<file path="config.mk">
export PLATFORM = sky130hd
export DESIGN_NAME = fpws_sdiv
export DESIGN_NICKNAME = d
export VERILOG_FILES = /design/src/rtl/core/fpws_pkg.sv /design/src/rtl/core/fpws_sdiv.sv
export SDC_FILE = /design/constraint.sdc
export NUM_CORES = 1
export LEC_CHECK = 0
export BUFFER_PORTS_ARGS = -buffer_cell sky130_fd_sc_hd__buf_2
export CAP_MARGIN = 15
export CORE_ASPECT_RATIO = 0.75
export CORE_UTILIZATION = 45
export CTS_CLUSTER_SIZE = 20
export DETAILED_ROUTE_END_ITERATION = 8
export SLEW_MARGIN = 20
export SYNTH_ARGS = -nofsm -noshare
export SYNTH_HDL_FRONTEND = slang
export SYNTH_SLANG_ARGS = --single-unit
</file>
<file path="constraint.sdc">
create_clock -name clk -period 7.88 [get_ports clk]
set_input_delay 0.788 -clock clk [delete_from_list [all_inputs] [get_ports clk]]
set_output_delay 0.788 -clock clk [all_outputs]
set_load 0.01 [all_outputs]
</file>
<file path="src/rtl/core/fpws_pkg.sv">
// ----------------------------------------------------------------------------
// fpws_pkg
// Shared widths, request codes, period table and divider handshake types for
// the frame pacer.
// ----------------------------------------------------------------------------
package fpws_pkg;

    // Field widths
    localparam int STAMP_W   = 31;
    localparam int REQ_W     = 2;
    localparam int RATE_W    = 8;
    localparam int WAIT_W    = 10;
    localparam int PERIOD_W  = 10;
    localparam int EST_W     = 16;

    // Estimate numerator: 1000 ms * 256 (UQ8.8) * (2*rate - 1) fits in 25 bits
    localparam int NUM_W     = 25;
    localparam int ODD_W     = 7;
    localparam int DIV_CNT_W = 5;

    localparam logic [RATE_W-1:0] RATE_RESET = 8'd60;
    localparam logic [RATE_W-1:0] MAX_RATE   = 8'd60;
    localparam logic [WAIT_W-1:0] MAX_WAIT   = 10'd1000;
    localparam logic [NUM_W-1:0]  NUM_SCALE  = 25'd256000;

    // Request codes
    typedef enum logic [REQ_W-1:0] {
        REQ_PACE      = 2'd0,
        REQ_WAIT_DONE = 2'd1,
        REQ_DRAW      = 2'd2,
        REQ_NOP       = 2'd3
    } req_code_t;

    // floor(1000 / rate) for rate 1..60, zero elsewhere
    localparam logic [PERIOD_W-1:0] PERIOD_TBL [0:63] = '{
        10'd0,    10'd1000, 10'd500,  10'd333,  10'd250,  10'd200,  10'd166,  10'd142,
        10'd125,  10'd111,  10'd100,  10'd90,   10'd83,   10'd76,   10'd71,   10'd66,
        10'd62,   10'd58,   10'd55,   10'd52,   10'd50,   10'd47,   10'd45,   10'd43,
        10'd41,   10'd40,   10'd38,   10'd37,   10'd35,   10'd34,   10'd33,   10'd32,
        10'd31,   10'd30,   10'd29,   10'd28,   10'd27,   10'd27,   10'd26,   10'd25,
        10'd25,   10'd24,   10'd23,   10'd23,   10'd22,   10'd22,   10'd21,   10'd21,
        10'd20,   10'd20,   10'd20,   10'd19,   10'd19,   10'd18,   10'd18,   10'd18,
        10'd17,   10'd17,   10'd17,   10'd16,   10'd16,   10'd0,    10'd0,    10'd0
    };

    function automatic logic [PERIOD_W-1:0] period_of(input logic [RATE_W-1:0] rate);
        logic [PERIOD_W-1:0] p;
        p = '0;
        if (rate <= MAX_RATE) begin
            p = PERIOD_TBL[rate[5:0]];
        end
        return p;
    endfunction

    // Divider handshake
    typedef struct packed {
        logic               start;
        logic [NUM_W-1:0]   numer;
        logic [STAMP_W-1:0] denom;
    } div_ctrl_t;

    typedef struct packed {
        logic busy;
        logic done;
    } div_stat_t;

endpackage

</file>
<file path="src/rtl/core/fpws_sdiv.sv">
// ----------------------------------------------------------------------------
// fpws_sdiv
// Radix-2 restoring divider: one quotient bit per cycle, result saturated
// to 16 bits.
// ----------------------------------------------------------------------------
module fpws_sdiv import fpws_pkg::*;
(
    input  logic             clk,
    input  logic             rst_n,
    input  div_ctrl_t        ctrl,
    output div_stat_t        stat,
    output logic [EST_W-1:0] quo_sat
);

    logic                 busy_reg;
    logic                 done_reg;
    logic [DIV_CNT_W-1:0] cnt_reg;
    logic [STAMP_W-1:0]   rem_reg;
    logic [STAMP_W-1:0]   den_reg;
    logic [NUM_W-1:0]     quo_reg;

    logic [STAMP_W:0]     trial;
    logic                 fits;

    // Shift in the next numerator bit and try the subtract
    always_comb
    begin
        trial = {rem_reg, quo_reg[NUM_W-1]};
        fits  = (trial >= {1'b0, den_reg});
    end

    // Iterate one quotient bit per cycle
    always_ff @(posedge clk or negedge rst_n)
    begin
        if (!rst_n)
        begin
            busy_reg <= 1'b0;
            done_reg <= 1'b0;
            cnt_reg  <= '0;
            rem_reg  <= '0;
            den_reg  <= '0;
            quo_reg  <= '0;
        end
        else
        begin
            done_reg <= 1'b0;
            if (ctrl.start)
            begin
                busy_reg <= 1'b1;
                cnt_reg  <= DIV_CNT_W'(NUM_W);
                rem_reg  <= '0;
                den_reg  <= ctrl.denom;
                quo_reg  <= ctrl.numer;
            end
            else if (busy_reg)
            begin
                if (fits)
                begin
                    rem_reg <= STAMP_W'(trial - {1'b0, den_reg});
                end
                else
                begin
                    rem_reg <= trial[STAMP_W-1:0];
                end
                quo_reg <= {quo_reg[NUM_W-2:0], fits};
                cnt_reg <= cnt_reg - 1'b1;
                if (cnt_reg == DIV_CNT_W'(1))
                begin
                    busy_reg <= 1'b0;
                    done_reg <= 1'b1;
                end
            end
        end
    end

    // Saturate the quotient to UQ8.8 range
    assign quo_sat   = (|quo_reg[NUM_W-1:EST_W]) ? {EST_W{1'b1}} : quo_reg[EST_W-1:0];
    assign stat.busy = busy_reg;
    assign stat.done = done_reg;

endmodule

</file>
==> After elaboration in Yosys (flattened, before gate mapping) <==
Index checks and enable logic that the tools add are counted.
{ "classes": {"eq_ne": 1, "n_lt_le_gt_ge": 1, "muxes": 14, "add_sub_neg": 2, "reduce_logical": 2} }
{ "op_table": {"columns": ["operator", "count"], "rows": [
  ["2-to-1 mux 31 bit", 3],
  ["2-to-1 mux 25 bit", 2],
  [">= comparator 32 x 31 -> 1 bit", 1],
  ["subtractor 31 bit", 1],
  ["2-to-1 mux 16 bit", 1],
  ["2-to-1 mux 5 bit", 2],
  ["OR reduction 9 bit", 1],
  ["2-to-1 mux 1 bit", 6],
  ["equality test 5 x 1 -> 1 bit, second input constant", 1],
  ["subtractor 5 x 1 -> 5 bit, second input constant", 1],
  ["nonzero test 2 bit", 1]
]} }
{ "totals": {"word_cells": 26, "out_inout_bits": 18, "reg_bits": 94, "inputBits": 59} }

==> Depth between registers and ports, before layout <==
Gate-level depths: netlist of run 1.
{ "logic_depth": {"depth_word": 4, "mapped_depth": 13, "depth_no_buf": 12} }

==> Least setup slack after synthesis of run 1 <==
No wires, ideal clock.
{ "synth_timing": {"path_kind": "register to register", "from": "register quo_reg[24]", "to": "register rem_reg[28]", "arrival_time_ns": 2.783, "period_less_slack_ns": 2.883, "t_required_ns": 7.781, "setup_slack_ns": 4.997, "setup_time_ns": 0.099, "path_stages_with_launch": 13, "path_buffers": 0, "cell_sequence": "dfrtp_1 inv_1 ha_1 inv_1 fa_1 a211oi_1 o211ai_2 and4_4 o211a_1 o2111ai_1 a21oi_1 a311o_1 a311oi_1"} }
{ "synth_via": {"elab_chain_cells": 4, "word_cells_on_any_way": 5, "cone_classes": "1 x add/sub; 1 x order compare; 3 x mux"} }
{ "synth_rtl": {"columns": ["element", "line", "source"], "rows": [
  ["start: declaration", "fpws_sdiv.sv:20", "logic [NUM_W-1:0] quo_reg;"],
  ["start signal: assignment", "fpws_sdiv.sv:53", "quo_reg <= ctrl.numer;"],
  ["start signal: assignment", "fpws_sdiv.sv:65", "quo_reg <= {quo_reg[NUM_W-2:0], fits};"],
  ["subtractor 31 bit / >= comparator 32 x 31 -> 1 bit (equally long branches)", "fpws_sdiv.sv:59, fpws_sdiv.sv:29", null],
  ["2-to-1 mux 31 bit *", "fpws_sdiv.sv:57", "if (fits)"],
  ["2-to-1 mux 31 bit *", "fpws_sdiv.sv:55", "else if (busy_reg)"],
  ["2-to-1 mux 31 bit *", "fpws_sdiv.sv:47", "if (ctrl.start)"],
  ["end signal: assignment", "fpws_sdiv.sv:59", "rem_reg <= STAMP_W'(trial - {1'b0, den_reg});"],
  ["end signal: assignment", "fpws_sdiv.sv:63", "rem_reg <= trial[STAMP_W-1:0];"],
  ["end: declaration", "fpws_sdiv.sv:18", "logic [STAMP_W-1:0] rem_reg;"]
]} }
Every way passes the cells marked *; elsewhere a longest branch is shown, timed or not. The select of a mux whose other input is x is not followed.
A chain may end at the register's enable or synchronous reset.

==> Final worst setup path of run 1 <==
{ "layout_timing": {"from": "register quo_reg[24]", "to": "register rem_reg[10]"} }
The elaborated chain is that of the path after synthesis.

==> flow_summary.json, run 1 <==
{
  "boundaryPins": 77,
  "final_cell_mix": "93 x dfrtp_1, 79 x nand2_1, 74 x buf_2",
  "cp.arrival_ps": 3680,
  "setup_viol": 0,
  "r2r_slack_ps": 4390,
  "clockRootBuffer": "clkbuf_16",
  "vias": 5083,
  "syn2layout_area_growth_pct": 12.75,
  "p_leak_nw": 3.379,
  "drt-initial-drc-count": 200,
  "maxCapViolations": 0,
  "grt_overflow": 0,
  "synth_edf_count": 0,
  "cts_tree": "done",
  "antenna_left": 0,
  "whs_ps": 433.3,
  "dr.pass1.iters": 4,
  "syn-num-nets": 785,
  "ys_seq_area_frac": 0.3867,
  "synth_seq_cells": 94,
  "path_max_fanout": 21,
  "critPathLaunchType": "flip-flop",
  "syn_area_per_cell_um2": 8.791,
  "finalHoldViolCount": 0,
  "hpwlAfterDp_um": 10050,
  "gp_congestion": 0.8817,
  "worstPathRequired_ps": 8070,
  "post-route-period-util": 0.4429,
  "peakVddDrop_mv": 0.1656,
  "clk_pin_slew_ps": 70,
  "endpoint_kind": "flip-flop",
  "setup_tns_ps": 0,
  "tightest_slew_ps": 809.6,
  "final_common_cell": "dfrtp_1",
  "ys_types": 64,
  "grt_max_degree": 98,
  "rsz0062_at_grt": "no",
  "fin_skew_ps": 11.42,
  "clk_path_buf_depth": 2,
  "ctsResizeCount": 0,
  "drive_above_1_share": 0.1640,
  "synth_warnings": 0,
  "grt_pass1_vias": 4693,
  "drc": 0,
  "clk_latency_ps": 360,
  "rr_startpoint": "quo_reg[24]",
  "fmax_mhz": 286.5,
  "grt_util_all_layers": 0.2212,
  "initial_utilization": 0.4641,
  "syn_area_um2": 6083,
  "status": "complete, no violations",
  "layout_min_cycle_time_ps": 3490,
  "cts_hold_buf": 0,
  "report.final.slew_viol_count": 0,
  "die_area_um2": 13990,
  "powerDensity_nw_per_um2": 333.8,
  "die_y_um": 102.7,
  "antenna_found_initial": 0,
  "hp-class": "in2async",
  "post_cts_buffers": 0,
  "crit_end": "rem_reg[10]",
  "grt_pass1_wl_um": 23960,
  "core_um2": 13110,
  "die_w_um": 136.3,
  "syn_inst": 692,
  "numPortBuffers": 76,
  "wire_per_inst_um": 15.53,
  "htree_levels": 3,
  "via_per_inst": 5.519,
  "rr_worst_depth": 13,
  "layout.nets": 838,
  "drt-total-wl_um": 14300,
  "synthArstFlopShare": 1.000,
  "insertedDiodeCount": 0,
  "cts_buffers": 9,
  "maxSlewHeadroom": 0.4603,
  "rows": 36,
  "clock_sinks": 94,
  "critPathKind": "reg2reg",
  "p_total_w": 0.002290,
  "critPathLaunch": "quo_reg[24]",
  "r2r_end": "rem_reg[10]",
  "synthFlopType": "dfrtp_1"
}
worst max-delay path: stages, from the launching register on:
cell      delay [ps]
dfrtp_1          410
inv_1             60
ha_1             190
inv_1             70
fa_1             230
a211oi_1         120
o211ai_2         210
and4_4           290
nor3b_1           60
o21a_1           220
o31ai_4          640
buf_4            450
mux2i_1          250
a211oi_1         100
Yosys cell counts, types with 3 or more instances:
cell       number  share of area
a21oi_1        30          0.025
nand3_1        11         0.0090
clkbuf_1       29          0.018
o21a_1          8         0.0099
nor3b_1         4         0.0049
nand4_1         4         0.0041
a211oi_1       24          0.030
nand2b_1        6         0.0062
o2111ai_1       3         0.0043
nand3b_1        4         0.0049
nor3_1         10         0.0082
xnor2_1        17          0.024
nand2_1        79          0.049
nor2b_1         4         0.0041
nor2_1         58          0.036
o221ai_1        3         0.0043
and4_1          3         0.0043
mux2i_1        44          0.072
o21ai_0        72          0.059
a21o_1          6         0.0074
or2_2          18          0.019
a311oi_1        4         0.0058
o211a_1         4         0.0066
o31a_1          3         0.0043
buf_2           3         0.0025
nor4_1          4         0.0041
o311ai_0        3         0.0043
o21bai_1        5         0.0062
ha_1           33          0.068
dfrtp_1        94           0.39
xor2_1          7          0.010
inv_1          49          0.030
or3_1           3         0.0031
worst min path at each step:
stage	endpoint	slack (ps)
after floorplan	busy_reg	490
after global placement	den_reg[0]	500
after detailed placement	den_reg[0]	500
after CTS	den_reg[17]	460
after global routing	den_reg[17]	480
final	den_reg[17]	430
stage by stage:
stage	util	setup WS [ps]	cells	cell area, µm²
after floorplan	-	4997	692	6083
after global placement	0.4995	4460	905	6548
after detailed placement	0.4995	4386	905	6548
after CTS	0.5233	4367	921	6859
after global routing	0.5233	4135	921	6859
final	0.5233	4390	921	6859
cell families after synthesis:
family                   count (synthesis)  share of synthesized area
AND/OR/NAND/NOR                        216                     0.1664
AO/OA/AOI/OAI                          191                     0.2071
flip-flops                              94                     0.3867
buffers and inverters                   87                    0.05800
multiplexers                            46                    0.07610
adder cells (fa/ha/maj)                 34                    0.07116
XOR/XNOR                                24                    0.03455
final cells by class:
| class | instances | area, µm² |
|---|---|---|
| Inverter | 49 | 183.9 |
| Sequential cell | 94 | 2356 |
| Clock buffer | 9 | 225.2 |
| Timing Repair Buffer | 80 | 415.4 |
| Multi-Input combinational cell | 511 | 3378 |
| Clock inverter | 7 | 86.33 |
| Tap cell | 171 | 214.0 |
| Fill cell | 1244 | 6248 |
where the power goes:
group	switching [W]	internal (W)	total [W]	leakage, nW
Sequential	0.0000780	0.000581	0.000659	1.18
Clock	0.000204	0.000253	0.000457	0.150
Combinational	0.000671	0.000503	0.00117	2.05
Total	0.000953	0.00134	0.00229	3.38
layer usage:
metal,part of all wire,wire [µm],GRT usage,vias to the layer above
li1,-,-,-,2560
met1,0.52,7482,0.3198,2405
met2,0.43,6117,0.3358,111
met3,0.040,566,0.05015,7
met4,0.0095,136,0.05128,0
met5,0,0,0,-
Power figures use the tool's default switching activity.
==> inputs of run 2 (changes only) <==
==> constraint.sdc (replaced) <==
create_clock -name clk -period 3.6 [get_ports clk]
set_input_delay 0.36 -clock clk [delete_from_list [all_inputs] [get_ports clk]]
set_output_delay 0.36 -clock clk [all_outputs]
set_load 0.01 [all_outputs]
==> run 2 against run 1 <==
Highest routed layer unchanged; count of clock-buffer cells in the layout increased by 2; critical path type unchanged; sequential cell count did not move; first-iteration DRC count is 81% higher.
==> flow_summary.json, run 2 (same netlist as run 1, synthesis figures left out) <==
{
  "report.final.slew_viol_count": 0,
  "gp_congestion": 0.8655,
  "grt_pass1_vias": 4655,
  "clk_pin_slew_ps": 70,
  "syn2layout_area_growth_pct": 12.77,
  "hp-class": "in2async",
  "critPathKind": "reg2reg",
  "status": "complete, no violations",
  "htree_levels": 3,
  "critPathMaxStageDelay_ps": 420,
  "ctsResizeCount": 0,
  "antenna_found_initial": 0,
  "rows": 36,
  "antenna_left": 0,
  "p_total_w": 0.004939,
  "boundaryPins": 77,
  "maxCapViolations": 0,
  "insertedDiodeCount": 0,
  "vias": 5072,
  "setup_tns_ps": 0,
  "cts_buffers": 9,
  "r2r_slack_ps": 350,
  "clk_latency_ps": 360,
  "setup_viol": 0,
  "maxSlewHeadroom": 0.4701,
  "grt_util_all_layers": 0.2129,
  "cts_hold_buf": 0,
  "rr_startpoint": "quo_reg[24]",
  "wire_per_inst_um": 15.19,
  "crit_slowest_cell": "dfrtp_1",
  "crit_end": "rem_reg[26]",
  "ff_latch_area_um2": 2356,
  "crit_path_frequent_cell": "inv_1",
  "clk_path_buf_depth": 2,
  "cp.arrival_ps": 3490,
  "grt_overflow": 0,
  "powerDensity_nw_per_um2": 719.9,
  "final_cell_mix": "93 x dfrtp_1, 79 x nand2_1, 74 x buf_2",
  "die_w_um": 136.3,
  "p_leak_nw": 3.379,
  "via_per_inst": 5.495,
  "grt_use_met1": 0.2997,
  "fin_skew_ps": 6.763,
  "cts_tree": "done",
  "r2r_end": "rem_reg[26]",
  "grt_pass1_wl_um": 22940,
  "whs_ps": 87.46,
  "drc": 0,
  "peakVddDrop_mv": 0.3423,
  "clockRootBuffer": "clkbuf_16",
  "clock_sinks": 94,
  "grt_max_degree": 104,
  "post-route-period-util": 0.9015,
  "initial_utilization": 0.4641,
  "fill_cells": 1256,
  "rr_worst_depth": 12,
  "critPathLaunchType": "flip-flop",
  "core_um2": 13110,
  "fmax_mhz": 308.1,
  "worstPathRequired_ps": 3850,
  "path_cells": "inv_1 -> ha_1 -> inv_1 -> fa_1 -> a211oi_1 -> o211ai_2 -> and4_4 -> nor3b_1 -> o21a_1 -> o31a_1 -> nand2_1 -> o211a_1",
  "post_cts_buffers": 0,
  "die_area_um2": 13990,
  "drt-total-wl_um": 14020,
  "final_common_cell": "dfrtp_1",
  "grt_use_met3": 0.04474,
  "drive_above_1_share": 0.1649,
  "critPathLaunch": "quo_reg[24]",
  "path_max_fanout": 9,
  "endpoint_kind": "flip-flop",
  "rsz0062_at_grt": "no",
  "layout_min_cycle_time_ps": 3245,
  "drt-initial-drc-count": 362,
  "hpwlAfterDp_um": 9959,
  "die_y_um": 102.7,
  "finalHoldViolCount": 0,
  "grt_most_used_layer": "met2",
  "use_met2": 0.3264,
  "layout.nets": 840,
  "multi_input_area_um2": 3378,
  "dr.pass1.iters": 5,
  "tightest_slew_ps": 794.8,
  "numPortBuffers": 76
}
-- run 2: changes by cell type in the layout (fill, tap and decap cells not counted) --
cell	before	now
inv_8	2	0
buf_12	0	1
buf_4	6	7
bufinv_16	1	0
clkbuf_1	0	1
clkbuf_8	0	1
clkinv_4	1	2
-- run 2: where the power goes --
group	total (W)	internal, W	leakage (nW)	switching (W)
clock	0.000931	0.000495	0.137	0.000436
combinational	0.00256	0.00111	2.06	0.00144
sequential	0.00145	0.00127	1.18	0.000181
-- run 2: how the worst min path moves through the flow --
stage	cells past startpoint	slack, ps	endpoint	start
2_1_floorplan	0	60	busy_reg	rst_n
3_3_place_gp	1	500	den_reg[16]	rst_n
3_5_place_dp	1	510	den_reg[18]	rst_n
4_1_cts	1	120	den_reg[15]	rst_n
5_1_grt	1	160	den_reg[16]	rst_n
6_report	1	90	den_reg[18]	rst_n
-- run 2: area by class of cell --
cell class,instances,share of cell area
clock inverters,5,0.006201
flip-flops and latches,94,0.3434
inverters,49,0.02681
clock buffers,11,0.03538
well taps,171,0.03119
repair buffers,82,0.06456
multi-input cells,511,0.4924
-- run 2: worst max-delay path, delay by kind of cell (launching register included) --
| kind | cells | cell delay (ps) |
|---|---|---|
| and+or+nand+nor | 3 | 610 |
| DFF | 1 | 420 |
| AOI/OAI and AO/OA | 5 | 1410 |
| adders and majority gates | 2 | 570 |
| buffers and inverters | 2 | 120 |
-- run 2: metrics by stage --
stage / setup WS (ps) / instance area [µm²] / util / instances
after detailed placement: 335.8 / 6575 / 0.5016 / 907
after global routing: 66.04 / 6860 / 0.5234 / 923
after global placement: 472.1 / 6575 / 0.5016 / 907
after floorplan: 717.4 / 6083 / - / 692
final: 354.8 / 6860 / 0.5234 / 923
after CTS: 307.8 / 6860 / 0.5234 / 923
-- run 2: metal layers --
metal | vias to the layer above | routed length (µm)
li1 | 2557 | -
met5 | - | 0
met4 | 0 | 153
met2 | 110 | 6093
met3 | 8 | 559
met1 | 2397 | 7210
==> inputs of run 3 (changes only) <==
--- a/config.mk
+++ b/config.mk
@@ -7,10 +7,13 @@
 export LEC_CHECK = 0
 export BUFFER_PORTS_ARGS = -buffer_cell sky130_fd_sc_hd__buf_2
 export CAP_MARGIN = 15
+export CELL_PAD_IN_SITES_DETAIL_PLACEMENT = 1
+export CELL_PAD_IN_SITES_GLOBAL_PLACEMENT = 1
 export CORE_ASPECT_RATIO = 0.75
 export CORE_UTILIZATION = 45
 export CTS_CLUSTER_SIZE = 20
 export DETAILED_ROUTE_END_ITERATION = 8
+export PLACE_DENSITY_LB_ADDON = 0.1
 export SLEW_MARGIN = 20
 export SYNTH_ARGS = -nofsm -noshare
 export SYNTH_HDL_FRONTEND = slang
==> run 3 against run 2 <==
Via count is 3.0% higher; core utilization rose by 0.52 points; global-route usage up 3.4 points; wire length grew 14%; sequential cell count is the same; clock skew up 2.5 ps; die area unchanged; critical path depth is the same; clock power rose by 6.7%; first-iteration DRC count decreased by 51%; critical path type unchanged; critical endpoint is now rem_reg[28].
==> flow_summary.json, run 3 (same netlist as run 1, synthesis figures left out) <==
{
  "syn2layout_area_growth_pct": 13.90,
  "power_frac_clock": 0.193,
  "drt-met1-wl_um": 7846,
  "hp-class": "in2reg",
  "p_total_w": 0.005146,
  "cts_tree": "done",
  "worstPathRequired_ps": 3840,
  "antenna_found_initial": 0,
  "maxSlewHeadroom": 0.4612,
  "wire_per_inst_um": 17.26,
  "multi_input_area_um2": 3385,
  "grt_util_all_layers": 0.2469,
  "die_w_um": 136.3,
  "clk_latency_ps": 350,
  "endpoint_kind": "flip-flop",
  "fill_cells": 1587,
  "fmax_mhz": 309.1,
  "rsz0062_at_grt": "no",
  "clockRootBuffer": "clkbuf_16",
  "p_leak_nw": 3.415,
  "core_um2": 13110,
  "numPortBuffers": 76,
  "maxCapViolations": 0,
  "clk_path_buf_depth": 2,
  "dpl_worst_slack_ps": 40.65,
  "insertedDiodeCount": 0,
  "p_switching_w": 0.002158,
  "cts_buffers": 9,
  "die_area_um2": 13990,
  "grt_max_degree": 70,
  "layout_min_cycle_time_ps": 3235,
  "critPathLaunchType": "flip-flop",
  "critPathKind": "reg2reg",
  "antenna_left": 0,
  "drive_above_1_share": 0.1698,
  "htree_levels": 3,
  "die_y_um": 102.7,
  "clock_sinks": 94,
  "powerDensity_nw_per_um2": 742.7,
  "initial_utilization": 0.4641,
  "path_max_fanout": 5,
  "grt_pass1_wl_um": 26730,
  "dr.max_layer_used": "met4",
  "final_cell_mix": "93 x dfrtp_1, 79 x nand2_1, 74 x buf_2",
  "via_per_inst": 5.646,
  "ff_latch_area_um2": 2356,
  "p_comb_frac": 0.526,
  "final_common_cell": "dfrtp_1",
  "setup_viol": 0,
  "wl_met3_um": 540,
  "met2WireLength_um": 7333,
  "seqPwrFrac": 0.281,
  "setup_tns_ps": 0,
  "vias": 5223,
  "peakVddDrop_mv": 0.3959,
  "status": "complete, no violations",
  "clk_pin_slew_ps": 70,
  "boundaryPins": 77,
  "hpwlAfterDp_um": 11380,
  "dr.pass1.iters": 4,
  "drt-total-wl_um": 15960,
  "grt_overflow": 0,
  "cp.arrival_ps": 3470,
  "drt-initial-drc-count": 176,
  "post-route-worst-setup-slack_ps": 365.0,
  "drc": 0,
  "gp_congestion": 0.8233,
  "layout.nets": 842,
  "finalHoldViolCount": 0,
  "post-route-period-util": 0.8986,
  "rows": 36,
  "tightest_slew_ps": 808.2,
  "fin_skew_ps": 9.282,
  "swShare": 0.4194,
  "grt_pass1_vias": 5292,
  "intPower_w": 0.002988,
  "report.final.slew_viol_count": 0
}
[run 3: power by group through the flow]
| stage | Combinational [W] | Clock, W | Sequential (W) |
|---|---|---|---|
| 6_report | 0.00271 | 0.000993 | 0.00145 |
| 5_1_grt | 0.00301 | 0.00105 | 0.00148 |
| 4_1_cts | 0.00269 | 0.00102 | 0.00145 |
| 3_5_place_dp | 0.00265 | 0 | 0.00146 |
| 3_3_place_gp | 0.00256 | 0 | 0.00145 |
| 2_1_floorplan | 0.00207 | 0 | 0.00141 |
[run 3: final timing paths]
kind / start / endpoint / slack (ps) / cells past startpoint
setup reg to reg: quo_reg[24] / rem_reg[28] / 360 / 12
setup / recovery: quo_reg[24] / rem_reg[28] / 360 / 12
hold / removal: ctrl[43] / quo_reg[12] / 210 / 3
min in group asynchronous: rst_n / quo_reg[20] / 520 / 2
max in group asynchronous: rst_n / rem_reg[16] / 2380 / 3
hold reg to reg: den_reg[8] / den_reg[8] / 530 / 2
[run 3: what timing repair did]
item / CTS / global route
hold buffers: 1 / 0
setup buffers: 0 / 1
endpoints found under the setup margin: 0 / 11
endpoints found under the hold margin: 30 / 0
resized for setup: 0 / 2
[run 3: worst max-delay path, stage by stage (launching register included)]
cell and delay, ps:
dfrtp_1 380, inv_1 60, ha_1 170, inv_1 60
fa_1 440, a211oi_2 300, o211ai_2 130, and4_4 230
o211a_1 270, o2111ai_1 290, a21oi_1 110, a311o_1 350
a311oi_1 330
[run 3: through the flow]
step                instance area [µm²]  instances  hold slack, ps  utilization
floorplan                          6083        692           64.41            -
global placement                   6600        907           364.6       0.5035
detailed placement                 6600        907           368.2       0.5035
CTS                                6915        924           197.2       0.5276
global route                       6929        925           216.2       0.5286
finish                             6929        925           211.7       0.5286
[run 3: cell type report]
| cell class | count | share of cell area |
|---|---|---|
| sequential | 94 | 0.3400 |
| timing repair buffer | 84 | 0.07006 |
| clock buffer | 10 | 0.03449 |
| tap | 171 | 0.03088 |
| multi-input combinational | 511 | 0.4884 |
| inverter | 49 | 0.02654 |
| clock inverter | 6 | 0.009570 |
[run 3: metal layers]
layer,global-route usage,vias to the layer above
li1,-,2561
met1,0.3362,2550
met2,0.4014,95
met3,0.04326,17
met4,0.07863,0
met5,0,-
